<file path="src/hw/rtl/assert_macros.svh">
// Assertion helpers shared by the RTL modules.
// Both sample on clk and stay quiet while rst is high.
`ifndef ASSERT_MACROS_SVH
`define ASSERT_MACROS_SVH

// prop must hold at every clock edge outside reset
`define ASSERT_CLK(label, prop, msg) \
  label: assert property (@(posedge clk) disable iff (rst) (prop)) else $error(msg);

// expr must never be true outside reset
`define ASSERT_NEVER(label, expr, msg) \
  label: assert property (@(posedge clk) disable iff (rst) !(expr)) else $error(msg);

`endif

</file>
<file path="src/hw/rtl/hdbd_pkg.sv">
package hdbd_pkg;

  localparam int MAX_WIDTH   = 1024;
  localparam int MAX_HEIGHT  = 4096;
  localparam int COL_W       = $clog2(MAX_WIDTH);
  localparam int ADDR_W      = COL_W + 1;
  localparam int STORE_DEPTH = 2 * MAX_WIDTH;
  localparam int ROW_W       = $clog2(MAX_HEIGHT);
  localparam int FW_W        = 11;
  localparam int FH_W        = 13;
  localparam int BUF_W       = 15;
  localparam int CNT_W       = 4;
  localparam int MAX_RESULTS = 8;
  localparam int RES_W       = 4;
  localparam int PADDR_W     = 3;

  localparam logic [FW_W-1:0] WIDTH_RESET  = 11'd352;
  localparam logic [FH_W-1:0] HEIGHT_RESET = 13'd288;

  // register index codes (paddr[2])
  localparam logic REG_WIDTH  = 1'b0;
  localparam logic REG_HEIGHT = 1'b1;

  typedef struct packed {
    logic load;       // take in a new byte
    logic step;       // decode one pixel into the hold register
    logic push;       // move hold register to the output register
    logic push_last;  // pushed pixel is the last one of its byte
  } hdbd_cmd_t;

  typedef struct packed {
    logic can_decode;
    logic frame_done;
  } hdbd_status_t;

  typedef struct packed {
    logic [CNT_W-1:0]  len;
    logic signed [8:0] delta;
    logic              is_abs;
  } hdbd_code_t;

  // prefix code lookup on a left-aligned 8-bit window
  function automatic hdbd_code_t classify(input logic [7:0] w);
    hdbd_code_t c;
    c.len    = 4'd8;
    c.delta  = 9'sd0;
    c.is_abs = 1'b0;
    case (w) inside
      8'b0???????: c.len = 4'd1;
      8'b100?????: begin c.len = 4'd3; c.delta = 9'sd4;   end
      8'b101?????: begin c.len = 4'd3; c.delta = -9'sd4;  end
      8'b1101????: begin c.len = 4'd4; c.delta = 9'sd11;  end
      8'b1111????: begin c.len = 4'd4; c.delta = -9'sd11; end
      8'b11001???: begin c.len = 4'd5; c.delta = 9'sd20;  end
      8'b110000??: begin c.len = 4'd6; c.delta = -9'sd20; end
      8'b110001??: c.len = 4'd8;
      8'b1110????: begin
        c.len    = 4'd8;
        c.is_abs = 1'b1;
        c.delta  = {1'b0, w[3:0], 4'b0000};
      end
      default: c.len = 4'd8;
    endcase
    return c;
  endfunction

endpackage

</file>
<file path="src/hw/rtl/hdbd_ctrl.sv">
module hdbd_ctrl (
  input  logic                  clk,
  input  logic                  rst,
  input  logic                  s_tvalid,
  output logic                  s_tready,
  output logic                  m_tvalid,
  input  logic                  m_tready,
  output hdbd_pkg::hdbd_cmd_t    cmd,
  input  hdbd_pkg::hdbd_status_t st
);
  import hdbd_pkg::*;
  `include "assert_macros.svh"

  typedef enum logic {S_IDLE, S_RUN} state_t;

  state_t           state, state_next;
  logic [RES_W-1:0] res_count, res_count_next;
  logic             hold_valid, hold_valid_next;
  logic             out_valid, out_valid_next;
  logic             go, out_free;

  assign s_tready = (state == S_IDLE);
  assign m_tvalid = out_valid;

  always_comb begin
    go              = st.can_decode && (res_count < RES_W'(MAX_RESULTS));
    out_free        = !out_valid || m_tready;
    cmd             = '0;
    state_next      = state;
    res_count_next  = res_count;
    hold_valid_next = hold_valid;
    out_valid_next  = out_valid && !m_tready;
    case (state)
      S_IDLE: begin
        if (s_tvalid) begin
          cmd.load       = 1'b1;
          res_count_next = '0;
          state_next     = S_RUN;
        end
      end
      S_RUN: begin
        cmd.push      = hold_valid && out_free;
        cmd.push_last = !go;
        cmd.step      = go && (!hold_valid || out_free);
        if (cmd.push) begin
          out_valid_next  = 1'b1;
          hold_valid_next = 1'b0;
        end
        if (cmd.step) begin
          hold_valid_next = 1'b1;
          res_count_next  = res_count + RES_W'(1);
        end
        if (!go && (!hold_valid || out_free)) begin
          state_next = S_IDLE;
        end
      end
      default: state_next = S_IDLE;
    endcase
  end

  always_ff @(posedge clk) begin
    if (rst) begin
      state      <= S_IDLE;
      res_count  <= '0;
      hold_valid <= 1'b0;
      out_valid  <= 1'b0;
    end else begin
      state      <= state_next;
      res_count  <= res_count_next;
      hold_valid <= hold_valid_next;
      out_valid  <= out_valid_next;
    end
  end

  `ASSERT_NEVER(a_idle_hold_empty, (state == S_IDLE) && hold_valid,
      "pixel left in hold register at end of word")
  `ASSERT_CLK(a_step_budget, cmd.step |-> (res_count < RES_W'(MAX_RESULTS)),
      "more than eight pixels from one word")
  `ASSERT_CLK(a_last_push_ends, (cmd.push && cmd.push_last) |=> (state == S_IDLE),
      "decoder kept running after last pixel of word")

endmodule

</file>
<file path="config.mk">
export PLATFORM = sky130hd
export DESIGN_NAME = hdbd_ctrl
export DESIGN_NICKNAME = d
export VERILOG_FILES = /design/src/hw/rtl/hdbd_pkg.sv /design/src/hw/rtl/hdbd_ctrl.sv
export VERILOG_INCLUDE_DIRS = /design/src /design/src/hw/rtl
export SDC_FILE = /design/constraint.sdc
export NUM_CORES = 1
export LEC_CHECK = 0
export ABC_AREA = 1
export ABC_CLOCK_PERIOD_IN_PS = 1000
export BUFFER_PORTS_ARGS = -buffer_cell sky130_fd_sc_hd__buf_4
export CELL_PAD_IN_SITES_DETAIL_PLACEMENT = 0
export CELL_PAD_IN_SITES_GLOBAL_PLACEMENT = 1
export CORE_AREA = 2 2 39 41
export CTS_CLUSTER_DIAMETER = 30
export DETAILED_ROUTE_END_ITERATION = 10
export DIE_AREA = 0 0 41 43
export HOLD_SLACK_MARGIN = 0.12
export PLACE_DENSITY = 0.7
export SYNTH_ARGS = -nofsm -noshare
export SYNTH_HDL_FRONTEND = slang
export SYNTH_SLANG_ARGS = --single-unit
</file>
<file path="constraint.sdc">
create_clock -name clk -period 1 [get_ports clk]
set_input_delay 0.05 -clock clk [delete_from_list [all_inputs] [get_ports clk]]
set_output_delay 0.05 -clock clk [all_outputs]
set_load 0.05 [all_outputs]
</file>
# Word-level counts from Yosys, hierarchy flattened
# Cells that the tools add are included.
[totals] wordCells=35 in_bits=6 output_inout_bits=6 reg_bits=7
[classes] n_bitwise=1 n_eq_ne=2 n_reduce_logical=14 n_lt_le_gt_ge=1 add_sub_neg=1 muxes=12
[op_table] cell="2-to-1 mux 4 bit" n=2
[op_table] cell="one-hot mux 4 bit (2 select lines)" n=1
[op_table] cell="2-to-1 mux 1 bit" n=7
[op_table] cell="logical AND 1 bit" n=5
[op_table] cell="adder 4 x 1 -> 4 bit, second input constant" n=1
[op_table] cell="logical NOT 1 bit" n=4
[op_table] cell="< comparator 4 bit, second input constant" n=1
[op_table] cell="AND reduction 2 bit" n=2
[op_table] cell="2-to-1 mux 3 bit" n=1
[op_table] cell="logical OR 1 bit" n=2
[op_table] cell="!= test 2 x 1 -> 1 bit, second input constant" n=1
[op_table] cell="!= test 2 bit, second input constant" n=1
[op_table] cell="one-hot mux 1 bit (2 select lines)" n=1
[op_table] cell="nonzero test 2 bit" n=1
[op_table] cell="inverter 1 bit" n=1

# Longest topological paths before layout
# Gate-level depths: netlist of run 1.
[depth] depth_word=6 mapped_depth=8 ltp_nobuf=8

# Least setup slack after synthesis of run 1
# No wires, ideal clock.
[synth_path] path_type="reg2reg" start="register state" end="register hold_valid" t_required_ns=0.887 t_arrival_ns=1.591 path_stages_with_launch=6 setup_ns=0.113 slack_ns=-0.704 n_path_buf=0 path_cell_list="dfxtp_1 inv_2 a21oi_1 nand2_1 nand2_1 nor2_1"
[synth_via] elab_chain_len=1
[synth_rtl] element="start: declaration" line_no="hdbd_ctrl.sv:16" text="state_t state, state_next;"
[synth_rtl] element="start signal: assignment" line_no="hdbd_ctrl.sv:68" text="state <= state_next;"
[synth_rtl] element="AND reduction 2 bit (no source line)"
[synth_rtl] element="end signal: assignment" line_no="hdbd_ctrl.sv:70" text="hold_valid <= hold_valid_next;"
[synth_rtl] element="end: declaration" line_no="hdbd_ctrl.sv:18" text="logic hold_valid, hold_valid_next;"
# No other way between the ends.
# A chain may end at the register's enable or synchronous reset.

==> flow_summary.ini, run 1 <==
[sta]
worst_pin_slew_ns = 0.139
finalHoldViolations = 0
finClkSkew_ns = 0.00597
fmax_ghz = 0.888
finalCritPeriodShare_pct = 113
tns_ns = -0.483
maxSlewViolCount = 0
finalSetupViolCount = 10
rsz0062_at_grt = yes
layout_setup_ws_ns = -0.126
hold_slack_ns = 0.227
period_minus_slack_ns = 1.13
maxSlewHeadroom_pct = 90.7

[detailed_routing]
wirelength_um = 929
vias_per_cell = 4.38
drt_iter0_drc = 0
wl_per_cell_um = 10.2
drtAntennaViolNets = 0
vias = 399
drc = 0
first_pass_iters = 1

[min_path]
hold_depth = 6
worstHoldPathType = in -> reg

[final_layout]
final_core_util_pct = 51.9
area_delta_synth_final_pct = 100
diodes = 0
num-fill-cells = 140
final_cells = 91
finalNetCount = 83
drive_gt1_share_pct = 62.7

[floorplan]
die_x_um = 41
start_util_pct = 25.9
rows = 14
dieArea_sq_um = 1760
io-pin-count = 12
die_h_um = 43
core-area_sq_um = 1380

[clock_network]
cts.sinks = 7
cts_max_path_buffers = 2
clk_latency_ns = 0.26
clk_root_buffer_cell = clkbuf_4
h-tree-depth = 1
cts_tree = built
cts_buffers = 3
clk_pin_slew_ns = 0.05

[yosys]
syn_nets = 55
seq_area_frac_synth_pct = 39.0
postSynthCellCount = 48
yosys_warnings = 0
syn_area_sq_um = 359
ys_ff_latch = 7
syn_avg_cell_area_sq_um = 7.48
yosysUniqueCellTypes = 16

[run]
maxCapViolCount = 0

[grt]
gr-total-overflow = 0
antenna_found_initial = 0
grt_pass1_vias = 366
grtUsageTotal_pct = 13.3
grt_pass1_wl_um = 1500
grt_max_degree = 6

[setup_path]
critPathArrivalTime_ns = 1.08
cp-start-kind = register
crit_type = reg -> out
crit_family = flip-flops
ff2ff_path_depth = 7
rrSetupSlack_ns = -0.09
crit_slowest_cell = dfxtp_4
crit_buf_inv = 3
required_ns = 0.95
cp.depth = 5
r2r-end = res_count[2]
crit_end = cmd[2]
cpPeakStageDelay_ns = 0.38
critPathLaunch = state
crit_fanout = 5
path_cells = inv_8, nor2_4, nand2_4, clkinv_8, buf_12
critPathCaptureType = output port
r2r_start = state

[power_and_ir_drop]
leakagePower_nw = 0.308
peakVddDrop_v = 0.000456
powerDensity_nw_per_um2 = 1120

[placed_design]
dp.cells = 76
dpl.hpwl_um = 590
globalplace.congestion = 0.657
dp_slack_ns = 0.0302
io_buffers = 10

[run_status]
violations = negative setup slack
status = finished with violations
==> cells in the final DEF, fill, tap and decap left out, types with 2 or more instances in the layout <==
| cell | n |
|---|---|
| buf_4 | 13 |
| nand2_1 | 6 |
| nand2_2 | 5 |
| nor2_1 | 5 |
| a21oi_2 | 4 |
| buf_6 | 4 |
| inv_1 | 3 |
| clkbuf_4 | 3 |
| dlygate4sd3_1 | 3 |
| dfxtp_4 | 3 |
| dfxtp_1 | 3 |
| a21oi_1 | 2 |
| nand3_1 | 2 |
| buf_8 | 2 |
==> worst min path at each step <==
stage	start	to	slack [ns]
after global placement	rst	res_count[1]	0.26
final	m_tready	state	0.23
after detailed placement	rst	res_count[1]	0.27
after global routing	m_tready	state	0.27
after CTS	st[1]	hold_valid	0.18
after floorplan	rst	m_tvalid	0.11
==> synth_stat cells <==
library cell	instances	share of area [%]
nand2_1	11	11
nand2_4	1	3.1
inv_2	1	1.0
nand3_1	3	4.2
xnor2_1	1	2.4
clkinv_4	1	2.4
a21oi_2	2	4.9
nand3_2	1	2.8
ha_1	1	3.5
nor2_4	1	3.1
nor2_1	6	6.3
a21oi_1	5	7.0
dfxtp_1	7	39
inv_1	5	5.2
nand2_2	1	1.7
nand4_1	1	1.7
==> metal layers <==
layer / vias to the layer above / global-route usage (%) / part of all wire [%]
met5: - / 0 / 0
met3: 2 / 2.09 / 3.6
met2: 9 / 20.6 / 56
li1: 205 / - / -
met4: 0 / 12.0 / 1.5
met1: 183 / 14.3 / 39
==> sequential cells by signal, indices dropped and copies added, names as in the netlist <==
name and cells:
res_count 4, hold_valid 1, m_tvalid 1, state 1
==> worst min-delay path, cell delays in order <==
cell,delay (ns)
buf_4,0.07
inv_1,0.07
nand3_4,0.09
nand2_2,0.06
nand2_2,0.06
nor2_2,0.03
==> cell type report <==
cell class              count  area, sq um  share of cell area (%)
inverters                   7         48.8                    6.79
multi-input cells          34          248                    34.5
clock buffers               4         26.3                    3.66
repair buffers             23          223                    31.0
well taps                  16         20.0                    2.79
flip-flops and latches      7          153                    21.3
==> logic make-up (layout without fill, tap and decap cells) <==
group / after synthesis / in the layout / share of synthesized area (%)
AO/OA/AOI/OAI: 7 / 7 / 11.8
XOR/XNOR: 1 / 1 / 2.44
adder cells (fa/ha/maj): 1 / 1 / 3.48
buffers and inverters: 7 / 34 / 8.71
flip-flops: 7 / 7 / 39.0
AND/OR/NAND/NOR: 25 / 25 / 34.5
==> where the power goes <==
part	switching [mW]	internal, mW
registers	0.0149	0.288
clock network	0.113	0.153
logic	0.129	0.107
total	0.257	0.547
==> metrics by stage <==
| stage | instance area, sq um | power [mW] |
|---|---|---|
| after detailed placement | 507 | 0.462 |
| after global placement | 507 | 0.462 |
| after global routing | 718 | 0.855 |
| after floorplan | 397 | 0.411 |
| after CTS | 666 | 0.791 |
| final | 718 | 0.804 |
==> timing repair <==
| action | 4_1_cts | 5_1_grt |
|---|---|---|
| pin swaps | 5 | 2 |
| hold buffers | 3 | 0 |
| endpoints found under the hold margin | 5 | 0 |
| endpoints found under the setup margin | 4 | 10 |
| gates resized for setup | 19 | 9 |
| buffers inserted | 5 | 3 |
No activity file was read; power rests on OpenSTA's default activity.
==> run 2: changes to the inputs <==
--- a/config.mk
+++ b/config.mk
@@ -7,7 +7,7 @@
 export NUM_CORES = 1
 export LEC_CHECK = 0
 export ABC_AREA = 1
-export ABC_CLOCK_PERIOD_IN_PS = 1000
+export ABC_CLOCK_PERIOD_IN_PS = 1350
 export BUFFER_PORTS_ARGS = -buffer_cell sky130_fd_sc_hd__buf_4
 export CELL_PAD_IN_SITES_DETAIL_PLACEMENT = 0
 export CELL_PAD_IN_SITES_GLOBAL_PLACEMENT = 1
@@ -16,7 +16,7 @@
 export DETAILED_ROUTE_END_ITERATION = 10
 export DIE_AREA = 0 0 41 43
 export HOLD_SLACK_MARGIN = 0.12
-export PLACE_DENSITY = 0.7
+export PLACE_DENSITY = 0.67
 export SYNTH_ARGS = -nofsm -noshare
 export SYNTH_HDL_FRONTEND = slang
 export SYNTH_SLANG_ARGS = --single-unit
==> constraint.sdc (replaced) <==
create_clock -name clk -period 1.35 [get_ports clk]
set_input_delay 0.0675 -clock clk [delete_from_list [all_inputs] [get_ports clk]]
set_output_delay 0.0675 -clock clk [all_outputs]
set_load 0.05 [all_outputs]
==> run 2 against run 1 <==
Effect of this change:
- the flow now finishes without violations
- combinational power is 53% lower
- sequential share of layout area is 6.1 points higher
- die area stayed put
- setup slack better by 0.23 ns
- first-iteration DRC count is 9 higher
- non-clock buffer count is 10 lower
- sequential power is 26% lower
- total power is 35% lower
- count of clock-buffer cells in the layout stayed put
- critical path depth stayed put
- register-to-register slack better by 0.45 ns
- largest power group unchanged
==> flow_summary.ini, run 2 (synthesis results as in run 1) <==
[sta]
finalSetupViolCount = 0
layout_setup_ws_ns = 0.104
worst_pin_slew_ns = 0.208
period_minus_slack_ns = 1.25
maxSlewHeadroom_pct = 86.1
fmax_ghz = 0.803
rsz0062_at_grt = no
hold_slack_ns = 0.189
finalHoldViolations = 0
finClkSkew_ns = 0.000272
maxSlewViolCount = 0
finalCritPeriodShare_pct = 92.3

[final_layout]
final_cell_mix = nand2_1, buf_4, nor2_1
layout_commonest_cell = nand2_1
largest_reg_flops = 4
drive_gt1_share_pct = 38.5
num-fill-cells = 154
top_register = res_count
diodes = 0
area_delta_synth_final_pct = 44.9
finalNetCount = 73

[setup_path]
critPathArrivalTime_ns = 1.18
path_common_cell = buf_4
cp-start-kind = input pin
crit_buf_inv = 4
cpPeakStageDelay_ns = 0.54
crit_family = buffers and inverters
rrSetupSlack_ns = 0.36
crit_slowest_cell = dlygate4sd3_1
path_cells = dlygate4sd3_1, buf_4, nand2_1, inv_1, buf_4
crit_fanout = 6
crit_type = in -> out
required_ns = 1.28
critPathCaptureType = output port

[grt]
gr-total-overflow = 0
grt_pass1_wl_um = 1150
grtUsageTotal_pct = 10.5
antenna_found_initial = 0
grt_pass1_vias = 275
grt_max_degree = 7

[clock_network]
cts_max_path_buffers = 2
cts_tree = built
h-tree-depth = 1
clk_pin_slew_ns = 0.05
cts.sinks = 7
cts_setup_buffers = 0
clk_latency_ns = 0.25
clk_root_buffer_cell = clkbuf_4
cts_buffers = 3

[floorplan]
die_x_um = 41
core-area_sq_um = 1380
start_util_pct = 25.9
die_h_um = 43
rows = 14
io-pin-count = 12
dieArea_sq_um = 1760

[detailed_routing]
vias_per_cell = 4.21
vias = 341
drc = 0
wirelength_um = 738
drtAntennaViolNets = 0
drt_iter0_drc = 9
first_pass_iters = 4
wl_per_cell_um = 9.11

[placed_design]
globalplace.congestion = 0.684
io_buffers = 10
dp_slack_ns = 0.351
dpl.hpwl_um = 556

[min_path]
worstHoldPathType = in -> reg

[power_and_ir_drop]
p_total_mw = 0.526
powerDensity_nw_per_um2 = 1010
leakagePower_nw = 0.234
peakVddDrop_v = 0.000427

[run]
maxCapViolCount = 0

[run_status]
status = completed
run 2: cell types whose count changed in the layout (fill, tap and decap cells not counted), moves of 2 or more:
cell	previous run	this run
nand2_1	6	11
buf_6	4	0
nand2_2	5	1
buf_4	13	10
dfxtp_4	3	0
buf_8	2	0
dfxtp_1	3	5
inv_1	3	5
run 2: final timing paths:
| kind | to | depth (start not counted) | startpoint |
|---|---|---|---|
| hold reg to reg | res_count[3] | 2 | res_count[3] |
| setup reg to reg | res_count[2] | 5 | res_count[0] |
| hold / removal | hold_valid | 5 | st[1] |
| setup / recovery | cmd[3] | 5 | s_tvalid |
run 2: routing by layer:
metal | routed length, um | GRT usage (%) | vias up
li1 | - | - | 188
met1 | 354 | 14.2 | 148
met2 | 364 | 11.3 | 5
met3 | 20 | 1.57 | 0
met4 | 0 | 14.0 | 0
met5 | 0 | 0 | -
run 2: timing repair:
item | 4_1_cts | 5_1_grt
hold endpoints to repair | 5 | 0
endpoints found under the setup margin | 0 | 1
hold buffers | 3 | 0
resized for setup | 0 | 1
run 2: layout make-up:
cell class,instances,area [sq um],area share (%)
clock buffers,4,26.3,5.05
flip-flops and latches,7,143,27.4
repair buffers,13,105,20.2
inverters,7,31.3,6.01
well taps,16,20.0,3.85
multi-input cells,34,195,37.5
run 2: through the flow:
step / TNS (ns) / area (sq um) / cells / util [%]
after floorplan: -0.0217 / 368 / 48 / -
after global placement: 0 / 463 / 74 / 33.5
after detailed placement: 0 / 463 / 74 / 33.5
after CTS: 0 / 519 / 81 / 37.5
after global routing: 0 / 520 / 81 / 37.6
final: 0 / 520 / 81 / 37.6
run 2: where the power goes:
group,switching (mW),internal [mW],total [mW]
clock,0.0783,0.113,0.191
combinational,0.0730,0.0389,0.112
sequential,0.00784,0.215,0.223
run 2: worst min-delay path, delay by kind of cell:
kind | cells | cell delay, ns
AO/OA/AOI/OAI | 1 | 0.05
buffers and inverters | 1 | 0.09
AND/OR/NAND/NOR | 3 | 0.19
==> run 3: changes to the inputs <==
--- a/config.mk
+++ b/config.mk
@@ -12,6 +12,7 @@
 export CELL_PAD_IN_SITES_DETAIL_PLACEMENT = 0
 export CELL_PAD_IN_SITES_GLOBAL_PLACEMENT = 1
 export CORE_AREA = 2 2 39 41
+export CTS_BUF_LIST = sky130_fd_sc_hd__clkbuf_8 sky130_fd_sc_hd__clkbuf_16
 export CTS_CLUSTER_DIAMETER = 30
 export DETAILED_ROUTE_END_ITERATION = 10
 export DIE_AREA = 0 0 41 43
==> run 3 against run 2 <==
Effect of this change:
- count of clock-buffer cells in the layout shrank 1
- clock power rose by 52%
- first-iteration DRC count did not move
- final cell count fell by 1.2%
- die area unchanged
- critical path type unchanged
- core utilization grew 0.54 points
- critical path depth is the same
- setup slack got worse by 0.0024 ns
- clock skew rose by 0.00078 ns
- sequential share of layout area decreased by 0.63 points
- maximum frequency decreased by 0.20%
- non-clock buffer count decreased by 1
==> flow_summary.ini, run 3 (synthesis results as in run 1) <==
[run_status]
status = completed

[power_and_ir_drop]
swShare_pct = 27.9
netSwitchingPower_mw = 0.174
sequentialPowerShare_pct = 35.9
leakagePower_nw = 0.241
peakVddDrop_v = 0.000490
p_total_mw = 0.624
p_clk_share_pct = 46.4
powerDensity_nw_per_um2 = 1180
p_int_mw = 0.450
combPwrFrac_pct = 17.7

[grt]
grt_pass1_vias = 284
grt_pass1_wl_um = 1190
grtUsageTotal_pct = 11.0
grt_max_degree = 7
gr-total-overflow = 0
antenna_found_initial = 0

[clock_network]
clk_pin_slew_ns = 0.04
cts.sinks = 7
clk_root_buffer_cell = clkbuf_8
cts_setup_buffers = 0
clk_latency_ns = 0.23
h-tree-depth = 1
cts_buffers = 3
ctsResizeCount = 0
ctsHoldBuffers = 2
cts_max_path_buffers = 2
cts_tree = built

[setup_path]
cp-start-kind = input pin
cp.depth = 5
crit_buf_inv = 4
ff2ff_path_depth = 7
critPathLaunch = s_tvalid
rrSetupSlack_ns = 0.36
crit_slowest_cell = dlygate4sd3_1
crit_end = cmd[3]
crit_type = in -> out
critPathArrivalTime_ns = 1.18
critPathCaptureType = output port
crit_family = buffers and inverters
required_ns = 1.28
path_cells = dlygate4sd3_1, buf_4, nand2_1, inv_1, buf_4
cpPeakStageDelay_ns = 0.55
r2r-end = res_count[0]
r2r_start = state
path_common_cell = buf_4
crit_fanout = 6

[placed_design]
globalplace.congestion = 0.684
io_buffers = 10
dpl.hpwl_um = 556
dp.cells = 74

[sta]
finalHoldViolations = 0
maxSlewHeadroom_pct = 86.2
rsz0062_at_grt = no
finalSetupViolCount = 0
fmax_ghz = 0.801
finClkSkew_ns = 0.00106
finalCritPeriodShare_pct = 92.5
maxSlewViolCount = 0
tns_ns = 0
worst_pin_slew_ns = 0.206
period_minus_slack_ns = 1.25

[final_layout]
final_core_util_pct = 38.2
final_cells = 80
finalNetCount = 72
layout_commonest_cell = nand2_1
top_register = res_count
diodes = 0
drive_gt1_share_pct = 37.5
area_delta_synth_final_pct = 47.0
largest_reg_flops = 4
final_cell_mix = nand2_1, buf_4, inv_1, nor2_1, dfxtp_1

[floorplan]
dieArea_sq_um = 1760
core-area_sq_um = 1380
die_x_um = 41
start_util_pct = 25.9
io-pin-count = 12
die_h_um = 43
rows = 14

[detailed_routing]
drtAntennaViolNets = 0
vias = 347
drt_iter0_drc = 9
drc = 0
first_pass_iters = 4
wl_per_cell_um = 9.61
wirelength_um = 769
vias_per_cell = 4.34

[run]
maxCapViolCount = 0

[min_path]
worstHoldPathType = in -> reg
run 3: how the worst min path moves through the flow:
stage | cells past startpoint | endpoint | slack [ns] | from
6_report | 4 | m_tvalid | 0.13 | m_tready
5_1_grt | 4 | m_tvalid | 0.16 | m_tready
4_1_cts | 4 | m_tvalid | 0.14 | m_tready
3_5_place_dp | 2 | res_count[1] | 0.28 | rst
3_3_place_gp | 2 | res_count[1] | 0.28 | rst
2_1_floorplan | 1 | m_tvalid | 0.13 | rst
run 3: final cells by class:
class	count	area (sq um)
fill	153	856
multi-input combinational	34	195
sequential	7	141
timing repair buffer	12	95.1
clock buffer	3	41.3
inverter	7	31.3
tap	16	20.0
clock inverter	1	3.75
run 3: worst min-delay path, stage by stage:
cell,delay (ns)
buf_4,0.07
inv_1,0.06
nand2_1,0.06
a21oi_1,0.05
run 3: stage by stage:
stage	hold WS, ns	area (sq um)	setup WS, ns
CTS	0.135	528	0.103
finish	0.134	528	0.101
floorplan	0.129	368	-0.0109
global route	0.162	528	0.0289
global placement	0.283	463	0.354
detailed placement	0.284	463	0.351
run 3: layer usage:
layer	part of all wire (%)	wire (um)	GRT usage, %
met2	49	375	11.9
met3	4.3	33	3.14
met5	0	0	0
met4	2.5	19	14.0
met1	44	341	14.2
run 3: power groups by stage:
stage | combinational (mW) | clock [mW] | sequential [mW]
finish | 0.110 | 0.290 | 0.224
global placement | 0.105 | 0 | 0.227
CTS | 0.111 | 0.296 | 0.224
global route | 0.119 | 0.310 | 0.225
floorplan | 0.0689 | 0 | 0.229
detailed placement | 0.106 | 0 | 0.227
